[src/rtl/adsr_pkg.sv]
`default_nettype none

package adsr_pkg;

  // Gain is unsigned Q1.16: 17 bits, 65536 is unity.
  localparam int GAIN_BITS = 17;
  localparam int FRAC_BITS = 16;
  localparam logic [GAIN_BITS-1:0] UNITY = 17'h1_0000;

  localparam int DEF_SAMPLE_BITS = 16;
  localparam int DEF_COUNT_BITS  = 24;

  // APB register map, byte address = 4 * index
  localparam int ADDR_BITS = 4;
  localparam int REG_IDX_BITS = 2;
  localparam logic [REG_IDX_BITS-1:0] REG_ATTACK  = 2'd0;
  localparam logic [REG_IDX_BITS-1:0] REG_DECAY   = 2'd1;
  localparam logic [REG_IDX_BITS-1:0] REG_RELEASE = 2'd2;
  localparam logic [REG_IDX_BITS-1:0] REG_SUSTAIN = 2'd3;

  // Controller -> datapath commands
  typedef struct packed {
    logic accept;    // capture input beat, update note position
    logic select;    // pick phase, ramp operands
    logic mul;       // form dividend, load divider
    logic div_step;  // one restoring-division step
    logic gain;      // final gain from ramp base and quotient
    logic out_load;  // scale sample, load output register
  } adsr_cmd_t;

  // Datapath -> controller status
  typedef struct packed {
    logic div_last;
  } adsr_sts_t;

endpackage

`default_nettype wire

[src/rtl/adsr_ctrl.sv]
`default_nettype none

module adsr_ctrl
  import adsr_pkg::*;
(
  input  wire logic      clk_i,
  input  wire logic      rst_ni,
  input  wire logic      in_valid_i,
  output logic           in_ready_o,
  output logic           out_valid_o,
  input  wire logic      out_ready_i,
  output adsr_cmd_t      cmd_o,
  input  wire adsr_sts_t sts_i
);

  localparam logic [2:0] S_IDLE = 3'd0;
  localparam logic [2:0] S_SEL  = 3'd1;
  localparam logic [2:0] S_MUL  = 3'd2;
  localparam logic [2:0] S_DIV  = 3'd3;
  localparam logic [2:0] S_GAIN = 3'd4;
  localparam logic [2:0] S_OUT  = 3'd5;

  logic [2:0] state_q, state_d;
  logic       out_valid_q, out_valid_d;
  logic       out_free;

  assign out_free    = !out_valid_q || out_ready_i;
  assign in_ready_o  = (state_q == S_IDLE);
  assign out_valid_o = out_valid_q;

  always_comb begin
    state_d = state_q;
    cmd_o   = '0;
    unique case (state_q)
      S_IDLE: begin
        if (in_valid_i) begin
          cmd_o.accept = 1'b1;
          state_d = S_SEL;
        end
      end
      S_SEL: begin
        cmd_o.select = 1'b1;
        state_d = S_MUL;
      end
      S_MUL: begin
        cmd_o.mul = 1'b1;
        state_d = S_DIV;
      end
      S_DIV: begin
        cmd_o.div_step = 1'b1;
        if (sts_i.div_last) begin
          state_d = S_GAIN;
        end
      end
      S_GAIN: begin
        cmd_o.gain = 1'b1;
        state_d = S_OUT;
      end
      S_OUT: begin
        if (out_free) begin
          cmd_o.out_load = 1'b1;
          state_d = S_IDLE;
        end
      end
      default: begin
        state_d = S_IDLE;
      end
    endcase
  end

  always_comb begin
    out_valid_d = out_valid_q;
    if (cmd_o.out_load) begin
      out_valid_d = 1'b1;
    end else if (out_ready_i) begin
      out_valid_d = 1'b0;
    end
  end

  always_ff @(posedge clk_i or negedge rst_ni) begin
    if (!rst_ni) begin
      state_q     <= S_IDLE;
      out_valid_q <= 1'b0;
    end else begin
      state_q     <= state_d;
      out_valid_q <= out_valid_d;
    end
  end

  // a result waiting on a stalled receiver is never overwritten
  assert property (@(posedge clk_i) disable iff (!rst_ni)
    (out_valid_q && !out_ready_i) |=> out_valid_q)
    else $error("result beat dropped under stall");

  // an accepted beat always enters phase selection next
  assert property (@(posedge clk_i) disable iff (!rst_ni)
    (in_valid_i && in_ready_o) |=> (state_q == S_SEL))
    else $error("accepted beat did not start processing");

  // finishing a result with the output register still full is a slip
  assert property (@(posedge clk_i) disable iff (!rst_ni)
    (state_q == S_OUT && out_valid_q && !out_ready_i) |=> (state_q == S_OUT))
    else $error("left output state while output register full");

endmodule

`default_nettype wire

[src/rtl/adsr_dp.sv]
`default_nettype none

module adsr_dp
  import adsr_pkg::*;
#(
  parameter int SAMPLE_BITS = DEF_SAMPLE_BITS,
  parameter int COUNT_BITS  = DEF_COUNT_BITS
) (
  input  wire logic                          clk_i,
  input  wire logic                          rst_ni,
  input  wire adsr_cmd_t                     cmd_i,
  output adsr_sts_t                          sts_o,
  input  wire logic signed [SAMPLE_BITS-1:0] sample_in_i,
  input  wire logic                          note_start_i,
  input  wire logic [COUNT_BITS-1:0]         note_length_i,
  input  wire logic [COUNT_BITS-1:0]         att_len_i,
  input  wire logic [COUNT_BITS-1:0]         dec_len_i,
  input  wire logic [COUNT_BITS-1:0]         rel_len_i,
  input  wire logic [GAIN_BITS-1:0]          sus_lvl_i,
  output logic signed [SAMPLE_BITS-1:0]      sample_out_o,
  output logic [GAIN_BITS-1:0]               gain_o,
  output logic                               note_last_o
);

  localparam int NUM_BITS  = GAIN_BITS + COUNT_BITS;
  localparam int PROD_BITS = SAMPLE_BITS + GAIN_BITS + 1;
  localparam int STEP_BITS = $clog2(GAIN_BITS);
  localparam logic [STEP_BITS-1:0] LAST_STEP = STEP_BITS'(GAIN_BITS - 1);
  localparam logic [COUNT_BITS-1:0] ONE = COUNT_BITS'(1);

  // note position state
  logic [COUNT_BITS-1:0] position_q, position_d;
  logic [COUNT_BITS-1:0] length_q, length_d;

  // captured beat
  logic signed [SAMPLE_BITS-1:0] sample_q;
  logic [COUNT_BITS-1:0]         p_q;
  logic [COUNT_BITS-1:0]         p_new;

  // ramp operands
  logic [GAIN_BITS-1:0]  base_q, base_d;
  logic [GAIN_BITS-1:0]  delta_q, delta_d;
  logic [COUNT_BITS-1:0] idx_q, idx_d;
  logic [COUNT_BITS-1:0] dvs_q, dvs_d;
  logic                  up_q, up_d;
  logic                  last_q, last_d;

  // divider
  logic [COUNT_BITS-1:0] rem_q, rem_d;
  logic [GAIN_BITS-1:0]  low_q, low_d;
  logic [STEP_BITS-1:0]  step_q;
  logic [NUM_BITS-1:0]   num;
  logic [COUNT_BITS:0]   trial;
  logic                  fits;

  logic [GAIN_BITS-1:0]  gain_q;
  logic signed [PROD_BITS-1:0] prod;

  // output register
  logic signed [SAMPLE_BITS-1:0] sample_out_q;
  logic [GAIN_BITS-1:0]          gain_out_q;
  logic                          last_out_q;

  // phase selection
  logic [GAIN_BITS-1:0]  sus;
  logic [COUNT_BITS:0]   pr_sum;
  logic [COUNT_BITS:0]   p_inc;
  logic [COUNT_BITS:0]   rel_pos;
  logic [COUNT_BITS-1:0] dec_pos;
  logic                  off_note, in_rel, in_att, in_dec;

  assign p_new = note_start_i ? '0 : position_q;

  always_comb begin
    position_d = position_q;
    length_d   = length_q;
    if (cmd_i.accept) begin
      length_d   = note_start_i ? note_length_i : length_q;
      position_d = (&p_new) ? p_new : p_new + ONE;
    end
  end

  always_ff @(posedge clk_i or negedge rst_ni) begin
    if (!rst_ni) begin
      position_q <= '0;
      length_q   <= '0;
    end else begin
      position_q <= position_d;
      length_q   <= length_d;
    end
  end

  assign sus     = (sus_lvl_i > UNITY) ? UNITY : sus_lvl_i;
  assign pr_sum  = {1'b0, p_q} + {1'b0, rel_len_i};
  assign p_inc   = {1'b0, p_q} + {1'b0, ONE};
  assign rel_pos = pr_sum - {1'b0, length_q};
  assign dec_pos = p_q - att_len_i;

  assign off_note = (p_q >= length_q);
  assign in_rel   = (pr_sum >= {1'b0, length_q});
  assign in_att   = (p_q < att_len_i);
  assign in_dec   = (dec_pos < dec_len_i);

  // Flat segments use a zero delta over a divisor of one, so the divider
  // always runs and returns zero.
  always_comb begin
    base_d  = '0;
    delta_d = '0;
    idx_d   = '0;
    dvs_d   = ONE;
    up_d    = 1'b1;
    last_d  = !off_note && (p_inc == {1'b0, length_q});
    priority if (off_note) begin
      base_d = '0;
    end else if (in_rel) begin
      if (rel_len_i != ONE) begin
        base_d  = sus;
        delta_d = sus;
        idx_d   = rel_pos[COUNT_BITS-1:0];
        dvs_d   = rel_len_i - ONE;
        up_d    = 1'b0;
      end
    end else if (in_att) begin
      if (att_len_i == ONE) begin
        base_d = UNITY;
      end else begin
        delta_d = UNITY;
        idx_d   = p_q;
        dvs_d   = att_len_i - ONE;
      end
    end else if (in_dec) begin
      if (dec_len_i == ONE) begin
        base_d = sus;
      end else begin
        base_d  = UNITY;
        delta_d = UNITY - sus;
        idx_d   = dec_pos;
        dvs_d   = dec_len_i - ONE;
        up_d    = 1'b0;
      end
    end else begin
      base_d = sus;
    end
  end

  // Dividend is delta * idx + dvs/2; quotient fits in GAIN_BITS since idx <= dvs,
  // so the top COUNT_BITS of the dividend are already below the divisor.
  assign num   = NUM_BITS'(delta_q) * NUM_BITS'(idx_q) + NUM_BITS'(dvs_q >> 1);
  assign trial = {rem_q, low_q[GAIN_BITS-1]};
  assign fits  = (trial >= {1'b0, dvs_q});

  always_comb begin
    rem_d = rem_q;
    low_d = low_q;
    if (cmd_i.mul) begin
      rem_d = num[NUM_BITS-1:GAIN_BITS];
      low_d = num[GAIN_BITS-1:0];
    end else if (cmd_i.div_step) begin
      rem_d = fits ? COUNT_BITS'(trial - {1'b0, dvs_q}) : trial[COUNT_BITS-1:0];
      low_d = {low_q[GAIN_BITS-2:0], fits};
    end
  end

  assign sts_o.div_last = (step_q == LAST_STEP);

  always_ff @(posedge clk_i or negedge rst_ni) begin
    if (!rst_ni) begin
      step_q <= '0;
    end else if (cmd_i.mul) begin
      step_q <= '0;
    end else if (cmd_i.div_step) begin
      step_q <= step_q + STEP_BITS'(1);
    end
  end

  assign prod = $signed(sample_q) * $signed({1'b0, gain_q});

  always_ff @(posedge clk_i) begin
    if (cmd_i.accept) begin
      sample_q <= sample_in_i;
      p_q      <= p_new;
    end
    if (cmd_i.select) begin
      base_q  <= base_d;
      delta_q <= delta_d;
      idx_q   <= idx_d;
      dvs_q   <= dvs_d;
      up_q    <= up_d;
      last_q  <= last_d;
    end
    rem_q <= rem_d;
    low_q <= low_d;
    if (cmd_i.gain) begin
      gain_q <= up_q ? base_q + low_q : base_q - low_q;
    end
    if (cmd_i.out_load) begin
      sample_out_q <= prod[FRAC_BITS +: SAMPLE_BITS];
      gain_out_q   <= gain_q;
      last_out_q   <= last_q;
    end
  end

  assign sample_out_o = sample_out_q;
  assign gain_o       = gain_out_q;
  assign note_last_o  = last_out_q;

  // restoring division keeps the partial remainder below the divisor
  assert property (@(posedge clk_i) disable iff (!rst_ni)
    cmd_i.div_step |=> (rem_q < dvs_q))
    else $error("divider remainder out of range");

  // envelope never exceeds unity
  assert property (@(posedge clk_i) disable iff (!rst_ni)
    cmd_i.gain |=> (gain_q <= UNITY))
    else $error("gain above unity");

endmodule

`default_nettype wire

[src/rtl/adsr_envelope_applier.sv]
// Linear ADSR envelope applier.
// Input channel (in_valid_i/in_ready_o): one beat per audio sample carrying
// sample_in_i, note_start_i and note_length_i. note_start_i restarts the note
// position and latches note_length_i. Output channel (out_valid_o/out_ready_i):
// one beat per input beat with the scaled sample, the applied Q1.16 gain and a
// flag on the last sample of the note.
// Processing: an input beat passes phase selection, dividend formation, the
// 17-step restoring divider that interpolates the ramp point and gain
// formation before it is loaded into the output register. A new beat is taken
// in the cycle after the previous result was loaded, so beats do not overlap.
// The output register holds a finished result while the receiver stalls; the
// next beat is accepted and processed meanwhile and waits in the final stage
// until the output register frees up.
// The user must write ramp lengths, sustain level over APB only while idle;
// the block does not enforce it. Reset clears note position and length (all
// samples outside a note, gain 0), zeroes ramp lengths, sets sustain to unity.
`default_nettype none

module adsr_envelope_applier
  import adsr_pkg::*;
#(
  parameter int SAMPLE_BITS = DEF_SAMPLE_BITS,
  parameter int COUNT_BITS  = DEF_COUNT_BITS
) (
  input  wire logic                          clk_i,
  input  wire logic                          rst_ni,
  input  wire logic                          psel,
  input  wire logic                          penable,
  input  wire logic                          pwrite,
  input  wire logic [ADDR_BITS-1:0]          paddr,
  input  wire logic [31:0]                   pwdata,
  output logic [31:0]                        prdata,
  output logic                               pready,
  input  wire logic                          in_valid_i,
  output logic                               in_ready_o,
  input  wire logic signed [SAMPLE_BITS-1:0] sample_in_i,
  input  wire logic                          note_start_i,
  input  wire logic [COUNT_BITS-1:0]         note_length_i,
  output logic                               out_valid_o,
  input  wire logic                          out_ready_i,
  output logic signed [SAMPLE_BITS-1:0]      sample_out_o,
  output logic [GAIN_BITS-1:0]               gain_o,
  output logic                               note_last_o
);

  logic [COUNT_BITS-1:0] attack_length_q;
  logic [COUNT_BITS-1:0] decay_length_q;
  logic [COUNT_BITS-1:0] release_length_q;
  logic [GAIN_BITS-1:0]  sustain_level_q;
  logic [REG_IDX_BITS-1:0] reg_idx;
  logic                  wr_en;

  adsr_cmd_t cmd;
  adsr_sts_t sts;

  assign pready  = 1'b1;
  assign wr_en   = psel && penable && pwrite;
  assign reg_idx = paddr[ADDR_BITS-1:2];

  always_ff @(posedge clk_i or negedge rst_ni) begin
    if (!rst_ni) begin
      attack_length_q  <= '0;
      decay_length_q   <= '0;
      release_length_q <= '0;
      sustain_level_q  <= UNITY;
    end else if (wr_en) begin
      unique case (reg_idx)
        REG_ATTACK:  attack_length_q  <= pwdata[COUNT_BITS-1:0];
        REG_DECAY:   decay_length_q   <= pwdata[COUNT_BITS-1:0];
        REG_RELEASE: release_length_q <= pwdata[COUNT_BITS-1:0];
        REG_SUSTAIN: sustain_level_q  <= pwdata[GAIN_BITS-1:0];
        default: begin
        end
      endcase
    end
  end

  always_comb begin
    unique case (reg_idx)
      REG_ATTACK:  prdata = 32'(attack_length_q);
      REG_DECAY:   prdata = 32'(decay_length_q);
      REG_RELEASE: prdata = 32'(release_length_q);
      REG_SUSTAIN: prdata = 32'(sustain_level_q);
      default:     prdata = '0;
    endcase
  end

  adsr_ctrl u_ctrl (
    .clk_i       (clk_i),
    .rst_ni      (rst_ni),
    .in_valid_i  (in_valid_i),
    .in_ready_o  (in_ready_o),
    .out_valid_o (out_valid_o),
    .out_ready_i (out_ready_i),
    .cmd_o       (cmd),
    .sts_i       (sts)
  );

  adsr_dp #(
    .SAMPLE_BITS (SAMPLE_BITS),
    .COUNT_BITS  (COUNT_BITS)
  ) u_dp (
    .clk_i         (clk_i),
    .rst_ni        (rst_ni),
    .cmd_i         (cmd),
    .sts_o         (sts),
    .sample_in_i   (sample_in_i),
    .note_start_i  (note_start_i),
    .note_length_i (note_length_i),
    .att_len_i     (attack_length_q),
    .dec_len_i     (decay_length_q),
    .rel_len_i     (release_length_q),
    .sus_lvl_i     (sustain_level_q),
    .sample_out_o  (sample_out_o),
    .gain_o        (gain_o),
    .note_last_o   (note_last_o)
  );

endmodule

`default_nettype wire
[config.mk]
export PLATFORM = sky130hd
export DESIGN_NAME = adsr_envelope_applier
export DESIGN_NICKNAME = d
export VERILOG_FILES = /design/src/rtl/adsr_pkg.sv /design/src/rtl/adsr_ctrl.sv /design/src/rtl/adsr_dp.sv /design/src/rtl/adsr_envelope_applier.sv
export SDC_FILE = /design/constraint.sdc
export NUM_CORES = 2
export LEC_CHECK = 0
export BUFFER_PORTS_ARGS = -buffer_cell sky130_fd_sc_hd__buf_4
export CORE_ASPECT_RATIO = 1.5
export CORE_UTILIZATION = 40
export CTS_CLUSTER_SIZE = 25
export DETAILED_ROUTE_END_ITERATION = 16
export PLACE_DENSITY = 0.59
export SETUP_SLACK_MARGIN = 0.02
export SYNTH_ARGS = -nofsm -noshare
export SYNTH_HDL_FRONTEND = slang
export SYNTH_SLANG_ARGS = --single-unit
export TNS_END_PERCENT = 5
[constraint.sdc]
create_clock -name clk_i -period 9.7 [get_ports clk_i]
set_input_delay 1.94 -clock clk_i [delete_from_list [all_inputs] [get_ports clk_i]]
set_output_delay 1.94 -clock clk_i [all_outputs]
set_load 0.02 [all_outputs]
==> results.txt <==
The routed wire length was 128 mm; the post-synthesis cell count was 5005. The number of flops mapped to enable cells by yosys was 216; the area added between synthesis and finish was 8.52%. Counting every sink on the clock net gives 362. In this run the tightest slew margin relative to its limit is 17.2%. Area occupied by multi-input gates: 32300 sq um.

The setup path with the least slack is of type reg -> reg. After synthesis, the cell types taking the most area are sky130_fd_sc_hd__fa_1, sky130_fd_sc_hd__edfxtp_1, sky130_fd_sc_hd__ha_1, sky130_fd_sc_hd__dfrtp_1, sky130_fd_sc_hd__inv_1. For the detailed-route DRC error count, the log shows 0. Setup repair after global routing left no endpoint under its margin.

For this block, the via count after detailed routing is 35200. The count of buffers inserted at the top-level ports is 133, and the half-perimeter wire length after placement is 103 mm. For the yosys synthesis warning count, the log shows 0.

For the initial core utilization, the log shows 40.4%. The worst setup path is launched from a flop. Cell with the most instances after synthesis: sky130_fd_sc_hd__inv_1.

At the end of the flow, the number of nets in the layout was 6074. The number of register bits inferred by synthesis is 362, and the time the final worst path needs with I/O delays and setup is 7.80 ns. For the met1 layer wirelength in the final routing, the log shows 47.6 mm.

The run gives 7 as the initial antenna violation count. Timing-limited maximum frequency: 128 MHz. The area share of the leading cell type in the synthesized netlist was 24.4%; the final total negative setup slack was 0 ns. The type of the worst min-delay path is reg -> reg. The worst setup path is captured at a flop.

Across the whole layout, storage elements account for 10100 sq um. The die covers 117000 sq um. After detailed routing, the number of vias per cell comes to 5.33. Traced cell by cell, the critical path runs through nand2_1 -> fa_1 -> fa_1 -> inv_1 -> fa_1 -> inv_1 -> fa_1 -> fa_1 -> fa_1 -> inv_1 -> ha_1 -> and4_1 -> and2_1 -> and3_1 -> a211oi_1 -> o21ai_0 -> a21oi_1 -> o31ai_1 -> a221oi_1 -> xnor2_1 -> o21ai_0.

The arrival time of the worst setup path was 8.15 ns; the met3 wirelength from detailed routing was 4.97 mm. The clock passes through at most 3 buffers. For the pin with the worst max-slew slack, the measured transition is 1.23 ns. The run gives 10.05 ns as the required time at the endpoint of the critical path. Most used flip-flop cell after synthesis: sky130_fd_sc_hd__edfxtp_1. Placeable core area: 114000 sq um. Sequential cells were found to cover 21.9% of the synthesized design area. For this design, the slowest cell found on the critical path is sky130_fd_sc_hd__edfxtp_1. TritonCTS built the clock tree. Across the routed clock network, the largest skew measured is 0.0287 ns. After detailed routing, the met2 layer carries 69.2 mm of wire. The first detailed-routing pass took 5 iterations. The run gives 0 as the final hold violation count. Most numerous cell on the critical path: sky130_fd_sc_hd__fa_1.

Global routing finished with a remaining overflow of 0. The tree is rooted in a sky130_fd_sc_hd__clkbuf_16. The insertion delay of the later-clocked pin in the worst-skew pair is 0.61 ns. 153 I/O pins were placed. The run gives 90 as the largest net degree at the start of global routing. Across the run, the number of max-cap violations was 0.

The tools report the number of CTS-inserted buffers as 42. For the final-report setup violation count, the log shows 0. The run gives 0 as the final-report max-slew violation count. The run finished with clean final reports.

The number of filler instances in the final layout is 11300, and the count of standard-cell rows is 152. The final critical path takes up 80.4% of the cycle. The die is 280 um wide. On the worst path, the slowest cell contributes a delay of 1.09 ns.

The logs give 46300 sq um for the area of the mapped netlist and 0.947 for the weighted congestion reported at the end of routability-driven placement. The detail route stage leaves a number of antenna-violating nets equal to 0. Gates resized during post-CTS repair numbered 0. The per-instance average area after synthesis was 9.24 sq um; the share of flip-flops with an asynchronous set or reset was 40.3%. Of all nets on the critical path, the largest fanout is 24. Post-synthesis cell type with the largest combined area: sky130_fd_sc_hd__fa_1. The tools report the number of buffers inserted by post-CTS setup repair as 0. The commonest cells after synthesis are sky130_fd_sc_hd__inv_1, sky130_fd_sc_hd__nand2_1, sky130_fd_sc_hd__fa_1. After clock tree synthesis, the clock-pin slew on the worst setup and hold paths is 0.06 ns.

In the global route stage, overall resource usage came out at 22.4%. After detailed routing, the average wire length per cell comes to 19.4 um. The die is 419 um tall.

In this run, post-CTS hold repair placed 0 buffers. Cells with a size suffix above 1 make up 7.67% of the layout. Routed signal wires occupy layers up through met5. The run gives 1685 as the number of DRC violations after detailed-routing iteration 0.

The number of global-route vias before repair came out at 37700. The first-pass GRT wire length came out at 204 mm. CTS built an H-tree with a depth of 2. Counting distinct cell types in the post-synthesis netlist gives 85.
final cells by class:
cell class,instances,area share [%]
Inverter,829,6.20
Antenna cell,2,0.00997
Clock inverter,23,0.658
Tap cell,1540,3.84
Timing Repair Buffer,172,2.58
Clock buffer,52,2.25
Multi-Input combinational cell,3622,64.3
Sequential cell,362,20.2
placed cells by master (no fill, tap or decap), types with 161 or more instances in the layout:
cell	count
sky130_fd_sc_hd__a21oi_1	207
sky130_fd_sc_hd__and2_1	282
sky130_fd_sc_hd__buf_4	171
sky130_fd_sc_hd__edfxtp_1	216
sky130_fd_sc_hd__fa_1	564
sky130_fd_sc_hd__ha_1	397
sky130_fd_sc_hd__inv_1	827
sky130_fd_sc_hd__nand2_1	607
sky130_fd_sc_hd__nor2_1	233
sky130_fd_sc_hd__xnor2_1	161
critical path: cells and delay by family, from the launching register on:
family | cells | cell delay, ns
xor gates and xnor gates | 1 | 0.20
adders and majority gates | 7 | 3.34
buffers and inverters | 3 | 0.16
AOI/OAI and AO/OA | 6 | 1.89
DFF | 1 | 1.09
and+or+nand+nor | 4 | 0.83
final timing paths:
check,from,end,slack (ns),cells after the start
worst min-delay path,u_dp.last_q,u_dp.note_last_o,0.45,0
worst min register to register,u_dp.last_q,u_dp.note_last_o,0.45,0
worst max register to register,u_dp.delta_q[8],u_dp.rem_q[23],1.90,21
max in group asynchronous,rst_ni,attack_length_q[0],6.88,2
worst max-delay path,u_dp.delta_q[8],u_dp.rem_q[23],1.90,21
min in group asynchronous,rst_ni,u_dp.length_q[23],1.42,1
logic make-up after synthesis:
family                   Yosys count  share of synthesized area, %
flip-flops                       362                          21.9
AO/OA/AOI/OAI                    709                          9.84
adder cells (fa/ha/maj)          961                          35.1
other                              2                        0.0162
multiplexers                     125                          3.41
XOR/XNOR                         257                          4.86
buffers and inverters           1028                          8.50
AND/OR/NAND/NOR                 1561                          16.3
routing by layer:
metal | track usage (%) | vias to the layer above
met5 | 0 | -
met4 | 10.5 | 2
met3 | 2.17 | 303
met2 | 43.1 | 880
met1 | 24.3 | 17700
li1 | - | 16300
through the flow:
stage | cell area [sq um] | hold WS (ns) | cells | util [%] | worst slack [ns]
5_1_grt | 50200 | 0.463 | 6602 | 43.9 | 1.48
3_5_place_dp | 48700 | 0.440 | 6525 | 42.6 | 1.87
2_1_floorplan | 46300 | 0.400 | 5012 | - | 2.26
6_report | 50200 | 0.451 | 6602 | 43.9 | 1.90
4_1_cts | 50200 | 0.448 | 6600 | 43.8 | 1.85
3_3_place_gp | 48700 | 0.434 | 6525 | 42.6 | 1.93
Power is left out: the tool's default activity adds up to more than one toggle a clock period on the data nets, which glitch-free logic cannot reach.
